File: src/rtl/core/pbsb_pkg.sv
// Shared types and constants for the pixel box-sum binning unit.
`timescale 1ns / 1ps
`default_nettype none
package pbsb_pkg;

    localparam int CFG_IDX_W   = 2;
    localparam int CFG_DATA_W  = 12;
    localparam int PIX_W       = 8;
    localparam int SUM_W       = 12;
    localparam int DIM_W       = 12;
    localparam int QUEUE_DEPTH = 4;

    localparam logic [DIM_W-1:0] RESET_WIDTH  = 12'd640;
    localparam logic [DIM_W-1:0] RESET_HEIGHT = 12'd480;

    // Configuration register indexes
    typedef enum logic [CFG_IDX_W-1:0] {
        CFG_FACTOR = 2'd0,
        CFG_WIDTH  = 2'd1,
        CFG_HEIGHT = 2'd2
    } t_cfg_idx;

    // One classified in-block pixel, as handed from front to back
    typedef struct packed {
        logic [PIX_W-1:0] pixel;
        logic             dx_first;    // first pixel of a block row segment
        logic             col_last;    // last pixel of a block row segment
        logic             dy_first;    // first row of the block
        logic             dy_last;     // last row of the block
        logic             row_last;    // last pixel of a segment in the last block column
        logic             frame_last;  // last block column and last block row
    } t_item;

    localparam int ITEM_W = $bits(t_item);

endpackage
`default_nettype wire

File: src/rtl/core/pbsb_fifo.sv
// Short queue decoupling the front end from the accumulation back end.
`timescale 1ns / 1ps
`default_nettype none
module pbsb_fifo #(
    parameter int DATA_W = 18
) (
    input  wire                i_clk,
    input  wire                i_rst_n,
    input  wire                i_push,
    input  wire  [DATA_W-1:0]  i_data,
    input  wire                i_pop,
    output logic               o_full,
    output logic               o_valid,
    output logic [DATA_W-1:0]  o_data
);

    localparam int DEPTH = pbsb_pkg::QUEUE_DEPTH;
    localparam int PW    = $clog2(DEPTH);

    logic [DATA_W-1:0] r_mem [DEPTH];
    logic [PW-1:0]     r_wr_ptr;
    logic [PW-1:0]     r_rd_ptr;
    logic [PW:0]       r_count;
    logic              do_push;
    logic              do_pop;

    assign o_full  = (r_count == (PW+1)'(DEPTH));
    assign o_valid = (r_count != '0);
    assign o_data  = r_mem[r_rd_ptr];
    assign do_push = i_push && !o_full;
    assign do_pop  = i_pop && o_valid;

    // Store a beat
    always_ff @(posedge i_clk) begin
        if (do_push) begin
            r_mem[r_wr_ptr] <= i_data;
        end
    end

    // Move pointers and occupancy
    always_ff @(posedge i_clk) begin
        if (!i_rst_n) begin
            r_wr_ptr <= '0;
            r_rd_ptr <= '0;
            r_count  <= '0;
        end else begin
            if (do_push) begin
                r_wr_ptr <= r_wr_ptr + PW'(1);
            end
            if (do_pop) begin
                r_rd_ptr <= r_rd_ptr + PW'(1);
            end
            if (do_push && !do_pop) begin
                r_count <= r_count + (PW+1)'(1);
            end else if (!do_push && do_pop) begin
                r_count <= r_count - (PW+1)'(1);
            end
        end
    end

endmodule
`default_nettype wire

File: config.mk
export PLATFORM = sky130hd
export DESIGN_NAME = pbsb_fifo
export DESIGN_NICKNAME = d
export VERILOG_FILES = /design/src/rtl/core/pbsb_pkg.sv /design/src/rtl/core/pbsb_fifo.sv
export SDC_FILE = /design/constraint.sdc
export NUM_CORES = 1
export LEC_CHECK = 0
export BUFFER_PORTS_ARGS = -buffer_cell sky130_fd_sc_hd__buf_2
export CORE_ASPECT_RATIO = 0.7
export CORE_MARGIN = 2
export CORE_UTILIZATION = 45
export CTS_CLUSTER_SIZE = 10
export DETAILED_ROUTE_END_ITERATION = 7
export PLACE_DENSITY_LB_ADDON = 0.05
export SYNTH_ARGS = -nofsm -noshare
export SYNTH_HDL_FRONTEND = slang
export SYNTH_SLANG_ARGS = --single-unit
File: constraint.sdc
create_clock -name i_clk -period 2.7 [get_ports i_clk]
set_clock_uncertainty 0.2 [all_clocks]
set_input_delay 0.27 -clock i_clk [delete_from_list [all_inputs] [get_ports i_clk]]
set_output_delay 0.27 -clock i_clk [all_outputs]
set_load 0.05 [all_outputs]
# Word level (Yosys, flattened, before mapping)
# Memory sizes are Yosys's and may differ from the RTL's. A register that Yosys moved wholly into a read port is not among the register bits.
# Index checks and enable logic that the tools add are counted.
# totals
register_bits	7
ram_bits	72
wordCells	24
input_bits	22
mem_count	1
# classes
add_sub_neg	4
eq_ne	1
n_mux	6
n_reduce_logical	9
# memory_table
name	depth	width	rd	rd_clocked_by_memory_dff	write_ports	line	source
r_mem	4	18	1	1	1	pbsb_fifo.sv:20	logic [DATA_W-1:0] r_mem [DEPTH];
# ops
cell	n
3-bit 2-to-1 mux	2
2-bit by 1-bit adder with 2-bit output, second input constant	2
1-bit logical AND	4
2-bit 2-to-1 mux	2
3-bit by 1-bit adder with 3-bit output, second input constant	1
3-bit equality test, second input constant	1
1-bit logical NOT	3
3-bit nonzero test	1
3-bit by 1-bit subtractor with 3-bit output, second input constant	1
1-bit 2-to-1 mux	2
2-bit nonzero test	1

# Depth between registers and ports, before layout
# logic_depth
depth_word	7
mapped_depth	9
ltp_nobuf	8

# Least setup slack after synthesis
# Ideal clock, no wire load.
# synth_path
path_type	reg-to-reg
start	register r_count[2]
end	register r_count[2]
arrival_ns	2.318
stages_incl_launch_ff	10
path_slack_ns	0.106
t_required_ns	2.424
path_cell_list	dfxtp_1 > nor3b_2 > nor2b_1 > buf_6 > ha_1 > inv_1 > fa_1 > xor2_1 > or3_1 > a21boi_0
# synth_between
elab_chain_len	6
# synth_rtl
item	line	source
start: declaration	pbsb_fifo.sv:23	logic [PW:0] r_count;
start signal: assignment	pbsb_fifo.sv:54	r_count <= r_count + (PW+1)'(1);
start signal: assignment	pbsb_fifo.sv:56	r_count <= r_count - (PW+1)'(1);
3-bit equality test (*)	pbsb_fifo.sv:27	assign o_full = (r_count == (PW+1)'(DEPTH));
via o_full	pbsb_fifo.sv:12	output logic o_full,
1-bit logical NOT (*)	pbsb_fifo.sv:30	assign do_push = i_push && !o_full;
1-bit logical AND (*)	pbsb_fifo.sv:30	
via do_push	pbsb_fifo.sv:24	logic do_push;
1-bit logical NOT	pbsb_fifo.sv:55	end else if (!do_push && do_pop) begin
1-bit logical AND	pbsb_fifo.sv:55	
2-bit nonzero test (no source line)	--	
# The timed path passes the listed nets; every way through them passes the cells marked *. The select of a mux whose other input is x is not followed.
# A chain may end at the register's enable or synchronous reset.

==> results.ini <==
[outcome]
status = completed

[placed_design]
place_inst = 283
io_buffers = 41
gp_congestion = 0.714
postPlaceCellArea_um2 = 3480
place_ws_ps = 372
hpwl_um = 3700

[critical_path]
critPathKind = flip-flop to primary output
r2r_cells = 7
arrival_ps = 2020
crit_required_ps = 2230
crit_fanout = 8
worstSetupStartpointType = flip-flop
critPathCaptureType = primary output

[cts]
cts_buffers = 9
clockBufferDepth = 2
clkSlewWorstSetupHoldPaths_ps = 80
cts-root-buf = clkbuf_8
cts_sinks = 81
htreeDepth = 3
clk_latency_ps = 340
cts_tree = built

[logic_synthesis]
synthSimpleGateAreaFrac_pct = 3.28
synth_top_family_by_area = multiplexers
synth_mux_area_share_pct = 14.5
syn_area_um2 = 3130
yosys.cell_types.count = 23
ys_seq_elements = 81
synth_cells = 142
synth_nets = 170
postSynthAreaPerCell_um2 = 22.0
synth_fa_ha_area_share_pct = 2.64
synth_xor_area_share_pct = 1.12
synth_compound_area_share_pct = 1.32
synth_warnings = 0
synth-seq-area-share_pct = 74.9

[layout]
syn2layout_area_growth_pct = 24.1
multi_input_area_um2 = 716
num-fill-cells = 515
regArea_um2 = 2340
final_core_util_pct = 57.7
final_net_count = 246
fin_area_um2 = 3880
drive_above_1_share_pct = 37.7
finish.cell_count_without_fillers = 317
antennaDiodeCount = 0

[pwr]
p_per_area_nw_per_um2 = 999
power_frac_clock_pct = 24.5
power.leakage_uw = 0.00139
p_comb_share_pct = 33.6
p_int_uw = 2510
seqPwrFrac_pct = 42.0
p_sw_share_pct = 35.3
peakVddDrop_v = 0.000449
switchingPower_uw = 1370

[min_path]
min_path_type = primary input to flip-flop
hold_depth = 2

[timing]
tightest_slew_ps = 489
slew_violations = 0
slew-limit-headroom_pct = 67.4
worst_slack_ps = 210
setup-tns-final_ps = 0
finalCriticalPeriod_ps = 2490
rsz0062_at_grt = false
finalHoldViolCount = 0
period_share_pct = 92.2
setup_viol = 0
timing.fmax_mhz = 402

[global_routing]
grt_util_all_layers_pct = 15.6
antenna_found_initial = 0
grt_pass1_vias = 1626
grt_pass1_wl_um = 8490
overflow = 0
grt_max_degree = 15

[floorplanning]
dieArea_um2 = 7640
die_w_um = 104
start_util_pct = 46.5
fp.dieH_um = 73.7
core_um2 = 6730
rows = 25
io_pins = 42

[flow_run]
drv_cap = 0

[drt]
vias = 1560
initialDrtViolationCount = 79
wire_per_inst_um = 17.3
routed_wl_um = 5500
first_pass_iters = 4
drc_errors = 0
viasPerCell = 4.92
ant_nets = 0

## cell usage in the layout (no fill, tap or decap)
cell type,n
a21boi_0,1
and2_1,8
buf_2,41
buf_4,12
bufinv_16,2
clkbuf_1,1
clkbuf_8,9
clkinv_2,1
clkinv_4,1
clkinvlp_4,1
dfxtp_1,9
dlygate4sd3_1,18
edfxtp_1,72
fa_1,1
ha_1,5
inv_1,3
inv_6,1
mux2i_1,3
mux4_1,5
mux4_2,13
nand2_1,4
nor2b_1,2
nor3b_2,1
o21ai_0,1
o311ai_2,1
o31ai_2,1
or3_1,2
xnor2_1,3
xor2_1,1
## through the flow
stage	hold WS [ps]	total power [uW]
after floorplan	169	2660
after global placement	278	2910
after detailed placement	291	2940
after CTS	41.9	3910
after global routing	55.7	4030
final	58.7	3870
## sequential cells by signal, indices dropped and copies added (netlist names), named ones only
signal,count
r_mem,72
r_rd_ptr,2
r_count,3
r_wr_ptr,2
## synthesized netlist by cell type
master | instances | area (um2)
ha_1 | 5 | 62.6
buf_6 | 2 | 22.5
mux2i_1 | 3 | 30.0
edfxtp_1 | 72 | 2160
dfxtp_1 | 9 | 180
fa_1 | 1 | 20.0
buf_2 | 2 | 10.0
and2_1 | 8 | 50.1
o311ai_2 | 1 | 16.3
clkbuf_1 | 1 | 3.75
mux4_2 | 13 | 293
nor2b_1 | 2 | 12.5
inv_1 | 3 | 11.3
nor3b_2 | 1 | 12.5
o21ai_0 | 1 | 5.00
nand2_1 | 4 | 15.0
or3_1 | 2 | 12.5
a21boi_0 | 1 | 7.51
mux4_1 | 5 | 131
xnor2_1 | 3 | 26.3
o31ai_2 | 1 | 12.5
buf_12 | 1 | 20.0
xor2_1 | 1 | 8.76
## critical path: stages (launching register included)
cell     delay, ps
dfxtp_1        630
buf_4          290
mux4_2         520
buf_2          230
## path summary, 6_finish.rpt
path                            slack (ps)         from          end
worst max-delay path                   210    flip-flop   o_data[12]
worst min-delay path                    60      i_rst_n   r_count[2]
worst max register to register         340   r_count[1]   r_count[2]
worst min register to register         320  r_wr_ptr[0]  r_wr_ptr[0]
## power by group through the flow
| stage | logic [uW] | clock network [uW] | registers [uW] |
|---|---|---|---|
| after floorplan | 1050 | 0 | 1610 |
| after global placement | 1260 | 0 | 1640 |
| after detailed placement | 1280 | 0 | 1660 |
| after CTS | 1310 | 964 | 1630 |
| after global routing | 1370 | 1020 | 1640 |
| final | 1300 | 947 | 1630 |
## layout make-up
type / instances / share of cell area (%)
clock buffers: 10 / 3.29
flip-flops and latches: 81 / 60.4
inverters: 3 / 0.290
multi-input cells: 52 / 18.4
clock inverters: 6 / 2.32
repair buffers: 71 / 12.3
well taps: 94 / 3.03
## repair_timing
item                                   CTS  global route
resized for setup                        0             0
hold buffers                            18             0
setup buffers                            0             0
endpoints found under the hold margin   72             0
## kinds of logic after synthesis
kind of cell	after synthesis
muxes	21
buffers and inverters	9
adders and majority gates	6
AOI/OAI and AO/OA	4
DFF	81
and+or+nand+nor	17
xor gates and xnor gates	4
## per-layer routing
layer,global-route usage (%),share of wire [%],vias up
li1,-,-,725
met1,19.2,47,794
met2,25.3,48,35
met3,6.65,4.5,6
met4,5.26,0.96,0
met5,0,0,-
Power figures use the tool's default switching activity.
